==> src/rtl/hpti_pkg.sv <==
// Shared types, constants and register map for the hashed page table insert block.
`default_nettype none

package hpti_pkg;

  // Default sizes of the tables
  localparam int GROUP_COUNT_LOG_DEF = 10;
  localparam int SEG_WAYS_DEF        = 8;
  localparam int PTE_WAYS_DEF        = 8;

  // Segment table geometry and address layout
  localparam int SEG_GROUPS = 32;
  localparam int SEG_SEL_W  = 5;
  localparam int SEG_SHIFT  = 28;
  localparam int ESID_W     = 36;
  localparam int VSID_W     = 51;
  localparam logic [14:0] VSID_PREFIX = 15'h7FFF;

  // PTE word layout
  localparam int API_LSB    = 23;
  localparam int API_W      = 5;
  localparam int PAGE_SHIFT = 12;
  localparam int ADDR_W     = 64;
  localparam logic [PAGE_SHIFT-1:0] PTE_LOW_ATTR = 12'h012;  // WIMG 0010, PP 2

  // Hash sizing
  localparam logic [3:0] MIN_LOG_PTE        = 4'd4;
  localparam logic [3:0] PTES_PER_GROUP_LOG = 4'd3;

  // Configuration port and register widths
  localparam int CFG_IDX_W   = 8;
  localparam int CFG_DATA_W  = 64;
  localparam int LOG_W       = 4;
  localparam int VSID_MASK_W = 39;
  localparam int SHIFT_W     = 6;

  typedef enum logic [CFG_IDX_W-1:0] {
    REG_LOG_PTE_COUNT = 8'd0,
    REG_VSID_MASK     = 8'd1,
    REG_VA_MASK       = 8'd2,
    REG_VA_SHIFT      = 8'd3
  } cfg_reg_t;

  typedef enum logic [1:0] {
    ST_MAPPED   = 2'd0,
    ST_SEG_FULL = 2'd1,
    ST_PTE_FULL = 2'd2
  } status_t;

  typedef enum logic [2:0] {
    S_CLEAR,
    S_IDLE,
    S_HASH,
    S_SEG,
    S_PTE,
    S_OUT
  } state_t;

  typedef struct packed {
    logic [LOG_W-1:0]       log_pte_count;
    logic [VSID_MASK_W-1:0] vsid_mask;
    logic [ADDR_W-1:0]      va_mask;
    logic [SHIFT_W-1:0]     va_shift;
  } cfg_t;

  localparam cfg_t CFG_RESET = '{
    log_pte_count: 4'd13,
    vsid_mask:     39'h7F_FFFF_FFFF,
    va_mask:       64'h0000_0000_0FFF_F000,
    va_shift:      6'd12
  };

endpackage

`default_nettype wire

==> src/rtl/hpti_hash.sv <==
// Page table group hash: masked VSID xor masked, shifted address, cut to the group width.
`default_nettype none

module hpti_hash #(
  parameter int GROUP_COUNT_LOG = hpti_pkg::GROUP_COUNT_LOG_DEF
) (
  input  hpti_pkg::cfg_t              cfg,
  input  logic [hpti_pkg::ADDR_W-1:0] virt_addr,
  output logic [GROUP_COUNT_LOG-1:0]  group
);

  logic [hpti_pkg::LOG_W-1:0]  log_eff;
  logic [hpti_pkg::LOG_W-1:0]  width;
  logic [hpti_pkg::ESID_W-1:0] esid;
  logic [hpti_pkg::VSID_W-1:0] vsid;
  logic [hpti_pkg::ADDR_W-1:0] ea_term;
  logic [hpti_pkg::ADDR_W-1:0] hash;
  logic [GROUP_COUNT_LOG-1:0]  mask;

  always_comb begin
    // small tables clamp to the minimum size
    log_eff = (cfg.log_pte_count < hpti_pkg::MIN_LOG_PTE) ? hpti_pkg::MIN_LOG_PTE
                                                          : cfg.log_pte_count;
    width   = log_eff - hpti_pkg::PTES_PER_GROUP_LOG;
    esid    = virt_addr[hpti_pkg::SEG_SHIFT +: hpti_pkg::ESID_W];
    vsid    = {hpti_pkg::VSID_PREFIX, esid};
    ea_term = (virt_addr & cfg.va_mask) >> cfg.va_shift;
    hash    = hpti_pkg::ADDR_W'(vsid[hpti_pkg::VSID_MASK_W-1:0] & cfg.vsid_mask) ^ ea_term;
    // a width beyond the group index saturates: every bit stays set
    for (int j = 0; j < GROUP_COUNT_LOG; j++) begin
      mask[j] = (j < int'(width));
    end
    group = hash[GROUP_COUNT_LOG-1:0] & mask;
  end

endmodule

`default_nettype wire

==> config.mk <==
export PLATFORM = sky130hd
export DESIGN_NAME = hpti_hash
export DESIGN_NICKNAME = d
export VERILOG_FILES = /design/src/rtl/hpti_pkg.sv /design/src/rtl/hpti_hash.sv
export SDC_FILE = /design/constraint.sdc
export NUM_CORES = 1
export LEC_CHECK = 0
export ABC_AREA = 1
export BUFFER_PORTS_ARGS = -buffer_cell sky130_fd_sc_hd__buf_2
export CELL_PAD_IN_SITES_DETAIL_PLACEMENT = 1
export CELL_PAD_IN_SITES_GLOBAL_PLACEMENT = 1
export CORE_MARGIN = 5
export CORE_UTILIZATION = 25
export DETAILED_ROUTE_END_ITERATION = 12
export PLACE_DENSITY_LB_ADDON = 0.2
export SLEW_MARGIN = 20
export SYNTH_ARGS = -nofsm -noshare
export SYNTH_HDL_FRONTEND = slang
export SYNTH_SLANG_ARGS = --single-unit
export TNS_END_PERCENT = 20
==> constraint.sdc <==
create_clock -name vclk -period 1.8
set_clock_uncertainty 0.15 [all_clocks]
set_input_delay 0.27 -clock vclk [all_inputs]
set_output_delay 0.27 -clock vclk [all_outputs]
set_load 0.02 [all_outputs]
==> results of run 1 <==
[cells in the mapped netlist, drive strengths merged (3+ instances only)]
master and instances:
nand3 250, clkinv 4, nor2 45, clkbuf 13, o211ai 3, o21ai 24
a21oi 19, nand3b 3, inv 23, buf 32, nand2 354
[critical path: cells and delay by family]
kind / cells / cell delay [ns]
simple gates: 9 / 0.82
buf+inv: 4 / 0.48
compound gates: 1 / 0.18
[power groups by stage]
| stage | Combinational (uW) | Sequential [uW] | Clock, uW |
|---|---|---|---|
| after floorplan | 832 | 0 | 0 |
| after global placement | 1380 | 0 | 0 |
| after detailed placement | 1400 | 0 | 0 |
| after CTS | 1560 | 0 | 0 |
| after global routing | 1850 | 0 | 0 |
| final | 1680 | 0 | 0 |
[cell type report]
| class | instances | area (um^2) | share of cell area, % |
|---|---|---|---|
| multi-input combinational | 712 | 3770 | 64.9 |
| timing repair buffer | 236 | 1680 | 28.9 |
| tap | 180 | 225 | 3.88 |
| inverter | 27 | 130 | 2.24 |
[routing by layer]
metal	track usage, %	routed length (um)	up-vias
met5	0	0	-
met4	3.15	187	0
met3	1.13	784	18
met2	40.1	9510	138
met1	26.9	7780	2769
li1	-	-	2993
[through the flow]
stage	area [um^2]	worst slack, ns	hold WS (ns)
CTS	5440	-0.402	0.805
finish	5810	-0.387	0.800
floorplan	3560	-0.113	0.523
global placement	4980	-0.661	0.839
detailed placement	4980	-0.670	0.841
global route	5810	-0.498	0.846
[final timing paths]
path / start / slack (ns) / depth (start not counted) / end
max: cfg[0] / -0.39 / 14 / group[0]
min: cfg[78] / 0.80 / 5 / group[8]
[cells by family after synthesis]
logic type	after synthesis	synth area share, %
AND/OR/NAND/NOR	656	81.1
buffers and inverters	72	9.42
AO/OA/AOI/OAI	53	8.48
adder cells (fa/ha/maj)	2	0.724
XOR/XNOR	1	0.254
[placed cells by master (no fill, tap or decap), types with 2 or more instances in the layout]
cell type  instances
buf_8              2
nor2_2            14
nand3_4            3
nand3_1          191
nor2_4             6
o211ai_1           2
nand3b_1           3
nor2_1            25
nand2_1          307
a21oi_4            2
o21ai_0            6
clkinv_2           2
buf_2            146
buf_6              9
inv_1             19
buf_12            13
a31oi_1            2
a21oi_1            9
nand3_2           56
o21ai_1            9
buf_4             63
nand2_2           45
o21ai_2            8
a21oi_2            8
clkinv_1           2
nand2_4            2
ha_1               2
[what timing repair did]
| item | in CTS | in global routing |
|---|---|---|
| setup endpoints to repair | 10 | 10 |
| pin swaps | 18 | 27 |
| buffers inserted | 2 | 1 |
| gates cloned | 4 | 1 |
| resized for setup | 94 | 100 |
==> impl_results.md, run 1 <==
- ANT nets after route: 0
- Crit-path cells: buf_12 > inv_16 > buf_16 > nand2_1 > nand2_1 > nand2_1 > nand3_1 > nand2_1 > nor2_1 > nor2_2 > nand2_2 > nand3b_1 > a21boi_4 > buf_6
- Synthesized area: 0.00345 mm^2
- Die Area: 0.0163 mm^2
- Pwr Total: 1680 uW
- Vias per std cell: 5.12
- DRT iter0 DRCs: 254
- CP arrival: 1.77 ns
- Clock buf count: 0
- Post-Syn Instances: 784
- Psw: 980 uW
- Layout cells sized above 1: 40.1%
- Crit Path Class: input pin to output port
- Final TNS setup: -3.41 ns
- Setup-failing EPs final: 10
- Cell taking the most area after synthesis: nand2_1
- Worst path required time: 1.38 ns
- Sequential cell area: 0 um^2
- First-pass GRT wire length: 29.1 mm
- MaxCap Viol Count: 0
- Outcome: complete, but fails checks
- CP max stage cell: a21boi_4
- Critical path capture point type: output port
- Largest net degree at the start of global routing: 36
- Fraction of the cycle the final worst path needs: 122%
- Failing checks: negative setup slack
- # DRC: 0
- # nets final: 1156
- Synth Warn #: 0
- Worst Path Max Fanout: 9
- Post-DP HPWL: 14.4 mm
- Die Ht: 128 um
- Post-DR wirelength/cell: 15.8 um
- Switching part of the total: 58.2%
- Leakage: 0.00312 uW
- Max incr delay on CP: 0.18 ns
- GRT Residual Overflow: 0
- Die Width: 128 um
- Seq Cell Count: 0
- Via count: 5918
- Distinct cells, synth: 30
- Post-synth top area share: 38.2%
- VDD IR max: 127 uV
- Clock power frac: 0%
- Most common cell on crit path: nand2_1
- Final Util: 42.3%
- Setup WS post-layout: -0.387 ns
- RSZ-0062 raised after global routing: true
- Combinational fraction of design power: 100.0%
- Ports: 187
- Initial antenna violation count: 0
- Power Density: 290 mW/mm^2
- Sequential power share: 0%
- Num rows: 43
- Final Slew Violations: 0
- # port buffers: 158
- Synthesized area per cell: 4.41 um^2
- Total nets after synthesis: 963
- Slew @ Worst Pin: 0.279 ns
- Finished Layout Cells: 1155
- GRT Overall Usage: 21.2%
- Setup crit start kind: input pin
- Initial Util: 25.2%
- Filler cell count: 1995
- Post-CTS Hold Fix Bufs: 0
- Leading post-synthesis cells by cell area: nand2_1, nand3_1, nor2_1
- Ant. Diodes: 0
- Internal power: 704 uW
- Final-report hold violation count: 0
- RePlAce Congestion: 0.903
- Achievable frequency: 457 MHz
- Vias in the first global route: 6108
- Final critical-path required period: 2.19 ns
- Sequential area share after synthesis: 0%
- First-pass detailed-route iteration total: 5
- Dpl cells: 1149
- Post-Route WL: 18.3 mm
- Rel. slew slack: 81.4%
- P&R area growth vs syn: 68.1%
- Hold crit path type: input pin to output port
- Core area: 0.0137 mm^2
Power figures use the tool's default switching activity.
==> run 2, diff against run 1 <==
--- a/config.mk
+++ b/config.mk
@@ -12,7 +12,7 @@
 export CORE_MARGIN = 5
 export CORE_UTILIZATION = 25
 export DETAILED_ROUTE_END_ITERATION = 12
-export PLACE_DENSITY_LB_ADDON = 0.2
+export PLACE_DENSITY = 0.9
 export SLEW_MARGIN = 20
 export SYNTH_ARGS = -nofsm -noshare
 export SYNTH_HDL_FRONTEND = slang
==> run 2 against run 1 <==
Effect of this change: the flow still finishes with violations (negative setup slack); total power is 5.0% higher; maximum frequency is 7.5% lower; flip-flop and latch count stayed put; worst hold slack better by 0.023 ns.
==> impl_results.md, run 2 (same netlist as run 1, synthesis figures left out) <==
- GRT Overall Usage: 26.3% (+5.1 points)
- Die Ht: 128 um (unchanged)
- Crit-path cells: buf_12 > clkinv_16 > buf_12 > buf_16 > nand3_2 > nand3_1 > nand3_1 > nand3_2 > nand3_1 > nand3_1 > nand2_2 > nand2_1 > nand2_1 > nor2_2 > buf_4
- Final Slew Violations: 0 (unchanged)
- Most common cell on crit path: nand3_1
- Vias per std cell: 5.70 (+11%)
- # nets final: 1156 (unchanged)
- RePlAce Congestion: 0.986 (+9.2%)
- Dpl cells: 1146 (-0.26%)
- Die Width: 128 um (unchanged)
- Rel. slew slack: 78.7% (-2.7 points)
- Fraction of the cycle the final worst path needs: 131% (+9.9 points)
- P&R area growth vs syn: 66.0%
- Vias in the first global route: 7079 (+16%)
- RSZ-0062 raised after global routing: true
- Post-DP HPWL: 15.2 mm (+5.3%)
- Post-DR wirelength/cell: 19.7 um (+25%)
- Final-report hold violation count: 0 (unchanged)
- Cell Area, Placed: 0.00495 mm^2 (-0.70%)
- Largest net degree at the start of global routing: 41 (+14%)
- Leakage: 0.00310 uW (-0.70%)
- Failing checks: negative setup slack
- Num rows: 43 (unchanged)
- Final TNS setup: -5.08 ns (-1.67 ns)
- Leading cell type in the layout, fill and taps excluded: nand2_1
- First-pass GRT wire length: 35.4 mm (+22%)
- VDD IR max: 105 uV (-17%)
- CP arrival: 1.95 ns (+0.18 ns)
- Worst Path Max Fanout: 8 (-1)
- Post-Route WL: 22.8 mm (+25%)
- Crit Path Class: input pin to output port
- Critical path capture point type: output port
- Commonest non-fill, non-tap cells in the layout: nand2_1, nand3_1, buf_2
- Ant. Diodes: 0 (unchanged)
- Power Density: 308 mW/mm^2 (+6.3%)
- Place WS: -0.646 ns (+0.0242 ns)
- Initial antenna violation count: 0 (unchanged)
- Initial Util: 25.2% (unchanged)
- Max incr delay on CP: 0.17 ns (about the same)
- Post-CTS Hold Fix Bufs: 0 (unchanged)
- Slew @ Worst Pin: 0.317 ns (+0.0373 ns)
- Setup WS post-layout: -0.566 ns (-0.178 ns)
- MaxCap Viol Count: 0 (unchanged)
- Achievable frequency: 423 MHz (-7.5%)
- Ports: 187 (unchanged)
- Outcome: complete, but fails checks
- Layout cells sized above 1: 37.1% (-3.0 points)
- Core area: 0.0137 mm^2 (unchanged)
- Worst path required time: 1.38 ns (about the same)
- Seq Cell Count: 0 (unchanged)
- First-pass detailed-route iteration total: 5 (unchanged)
- DRT iter0 DRCs: 570 (+120%)
- CP max stage cell: nand3_1
- Sequential cell area: 0 um^2 (unchanged)
- # port buffers: 158 (unchanged)
- Setup crit start kind: input pin
- Final critical-path required period: 2.37 ns (+0.178 ns)
- Finished Layout Cells: 1155 (unchanged)
- Setup-failing EPs final: 10 (unchanged)
- Clock buf count: 0 (unchanged)
- # DRC: 0 (unchanged)
- Die Area: 0.0163 mm^2 (unchanged)
- GRT Residual Overflow: 0 (unchanged)
- ANT nets after route: 0 (unchanged)
- Design Area, Final: 0.00574 mm^2 (-1.2%)
- Hold crit path type: input pin to output port
- Via count: 6578 (+11%)
-- run 2: power breakdown --
group / total [uW] / internal, uW / switching (uW)
logic: 1770 / 697 / 1070
registers: 0 / 0 / 0
clock network: 0 / 0 / 0
total: 1770 / 697 / 1070
-- run 2: worst paths after layout --
check	from	end	slack (ns)	cells after the start
min	cfg[70]	group[0]	0.82	5
max	cfg[0]	group[3]	-0.57	15
-- run 2: per-stage QoR --
stage | power (uW) | hold slack (ns) | util (%)
after global placement | 1350 | 0.834 | 36.1
after global routing | 1890 | 0.844 | 41.8
after floorplan | 832 | 0.523 | -
after detailed placement | 1400 | 0.850 | 36.1
final | 1770 | 0.823 | 41.8
after CTS | 1610 | 0.813 | 40.6
-- run 2: layout make-up --
class | count | area (um^2)
Multi-Input combinational cell | 712 | 3650
Timing Repair Buffer | 236 | 1730
Fill cell | 1972 | 7980
Inverter | 27 | 134
Tap cell | 180 | 225
-- run 2: repair_timing --
item                       CTS  global route
cloned                       7             0
pin swaps                   31            11
setup endpoints to repair   10            10
setup buffers                2             0
gates resized for setup    114            41
-- run 2: metal layers --
| metal | part of all wire (%) | wire length, um | global-route usage, % | vias up |
|---|---|---|---|---|
| met1 | 36 | 8110 | 28.7 | 3067 |
| li1 | - | - | - | 2995 |
| met4 | 6.7 | 1520 | 15.0 | 0 |
| met3 | 8.6 | 1950 | 4.68 | 132 |
| met2 | 49 | 11200 | 47.5 | 384 |
| met5 | 0 | 0 | 0 | - |
-- run 2: critical path: cells and delay by family --
| family | cells | cell delay [ns] |
|---|---|---|
| and+or+nand+nor | 10 | 1.04 |
| buffers and inverters | 5 | 0.64 |
==> run 3, diff against run 2 <==
--- a/config.mk
+++ b/config.mk
@@ -9,7 +9,7 @@
 export BUFFER_PORTS_ARGS = -buffer_cell sky130_fd_sc_hd__buf_2
 export CELL_PAD_IN_SITES_DETAIL_PLACEMENT = 1
 export CELL_PAD_IN_SITES_GLOBAL_PLACEMENT = 1
-export CORE_MARGIN = 5
+export CORE_MARGIN = 1.5
 export CORE_UTILIZATION = 25
 export DETAILED_ROUTE_END_ITERATION = 12
 export PLACE_DENSITY = 0.9
==> run 3 against run 2 <==
Effect of this change: the flow still finishes with violations (negative setup slack); first-iteration DRC count rose by 30%; maximum frequency down 6.4%; wire length rose by 17%; critical path depth shrank 2; utilization is 4.7 points higher.
==> impl_results.md, run 3 (same netlist as run 1, synthesis figures left out) <==
- Max incr delay on CP: 0.32 ns (+0.15 ns)
- Delay-heaviest family, CP: simple AND/OR/NAND/NOR gates
- Post-CTS Hold Fix Bufs: 0 (unchanged)
- CP arrival: 2.11 ns (+0.16 ns)
- MaxCap Viol Count: 0 (unchanged)
- Failing checks: negative setup slack
- Grt met1 use: 32.9% (+4.2 points)
- Power Density: 325 mW/mm^2 (+5.4%)
- Critical path capture point type: output port
- RSZ-0062 raised after global routing: true
- Ports: 187 (unchanged)
- Finished Layout Cells: 1141 (-1.2%)
- GRT Residual Overflow: 0 (unchanged)
- Setup-failing EPs final: 10 (unchanged)
- Final Util: 46.5% (+4.7 points)
- Ant. Diodes: 0 (unchanged)
- Filler cell count: 1865 (-5.4%)
- Layout cells sized above 1: 44.6% (+7.4 points)
- Clock buf count: 0 (unchanged)
- Rel. slew slack: 73.8% (-4.9 points)
- Crit path buf inv count: 3 (-2)
- Setup WS post-layout: -0.729 ns (-0.163 ns)
- ANT nets after route: 0 (unchanged)
- Final-report hold violation count: 0 (unchanged)
- Initial antenna violation count: 1 (+1)
- Vias per std cell: 6.17 (+8.3%)
- Leakage: 0.00320 uW (+3.4%)
- Setup crit start kind: input pin
- Initial Util: 25.9% (+0.70 points)
- GR peak layer: met2
- Crit-path cells: buf_8 > buf_12 > nand3_1 > nand3_1 > nand2_1 > o21bai_1 > nand2_1 > nand2_1 > nand2_2 > nand2_2 > nand2_2 > nor2_4 > buf_6
- Leading cell type in the layout, fill and taps excluded: nand2_1
- First-pass GRT wire length: 36.8 mm (+3.9%)
- Sequential cell area: 0 um^2 (unchanged)
- Met3 Usage GRT: 6.32% (+1.6 points)
- P&R area growth vs syn: 79.7%
- Via count: 7037 (+7.0%)
- WHS Path Cells: 5 (unchanged)
- VDD IR max: 183 uV (+74%)
- Num rows: 42 (-2.3%)
- Min-Delay Endpoint: group[0]
- Achievable frequency: 395 MHz (-6.4%)
- RePlAce Congestion: 0.984 (-0.22%)
- Slew @ Worst Pin: 0.389 ns (+0.0729 ns)
- Die Width: 121 um (-5.5%)
- # DRC: 0 (unchanged)
- GRT Overall Usage: 31.4% (+5.1 points)
- Final critical-path required period: 2.53 ns (+0.163 ns)
- Seq Cell Count: 0 (unchanged)
- Dpl cells: 1131 (-1.3%)
- Vias in the first global route: 7231 (+2.1%)
- First-pass detailed-route iteration total: 7 (+2)
- # port buffers: 158 (unchanged)
- Crit Path Class: input pin to output port
- Die Area: 0.0145 mm^2 (-11%)
- Fraction of the cycle the final worst path needs: 140% (+9.1 points)
- DRT iter0 DRCs: 743 (+30%)
- # nets final: 1146 (-0.87%)
- Post-DP HPWL: 14.4 mm (-5.4%)
- Commonest non-fill, non-tap cells in the layout: nand2_1, nand3_1, buf_2
- CP max stage cell: o21bai_1
- Worst Path Max Fanout: 29 (+21)
- Outcome: complete, but fails checks
- Hold crit path type: input pin to output port
- Post-Route WL: 26.6 mm (+17%)
- Final Slew Violations: 0 (unchanged)
- Met2 Use GR: 56.6% (+9.0 points)
- Post-DR wirelength/cell: 23.4 um (+19%)
- Worst path required time: 1.38 ns (about the same)
- Core area: 0.0133 mm^2 (-2.7%)
- Die Ht: 121 um (-5.5%)
- Largest net degree at the start of global routing: 40 (-2.4%)
- Hold Path Origin: cfg[70]
- Cell Area, Placed: 0.00490 mm^2 (-1.0%)
- Design Area, Final: 0.00621 mm^2 (+8.2%)
==> run 3: worst max-delay path by stage <==
| stage | endpoint | cells after the start | slack (ns) | from |
|---|---|---|---|---|
| 2_1_floorplan | group[8] | 14 | -0.11 | cfg[0] |
| 3_3_place_gp | group[9] | 14 | -0.54 | cfg[0] |
| 3_5_place_dp | group[8] | 13 | -0.62 | cfg[0] |
| 4_1_cts | group[9] | 16 | -0.36 | cfg[0] |
| 5_1_grt | group[7] | 14 | -0.79 | cfg[0] |
| 6_report | group[6] | 13 | -0.73 | cfg[1] |
==> run 3: report_power, final <==
group | internal [uW] | switching (uW) | leakage (uW) | total (uW)
clock | 0 | 0 | 0 | 0
combinational | 751 | 1270 | 0.00320 | 2020
sequential | 0 | 0 | 0 | 0
total | 751 | 1270 | 0.00320 | 2020
==> run 3: stage by stage <==
step	setup WS, ns	power (uW)	hold slack (ns)	setup TNS, ns
floorplan	-0.113	832	0.523	-0.974
global placement	-0.544	1340	0.837	-4.96
detailed placement	-0.618	1390	0.850	-5.52
CTS	-0.364	1690	0.809	-3.57
global route	-0.791	2110	0.853	-6.46
finish	-0.729	2020	0.832	-5.90
==> run 3: final cells by class <==
class              count  area (um^2)  share of cell area [%]
multi-input cells    712         4130                    66.5
repair buffers       226         1730                    27.8
well taps            176          220                    3.55
inverters             27          131                    2.12
==> run 3: per-layer routing <==
metal	part of all wire, %	vias to the layer above	wire [um]
li1	-	2985	-
met1	34	3264	9010
met2	47	566	12500
met3	10	220	2790
met4	8.6	2	2280
met5	0.053	-	14
==> run 3: what timing repair did <==
| action | 4_1_cts | 5_1_grt |
|---|---|---|
| gates cloned | 7 | 1 |
| setup buffers | 3 | 0 |
| setup endpoints to repair | 10 | 10 |
| pin swaps | 54 | 20 |
| resized for setup | 196 | 79 |
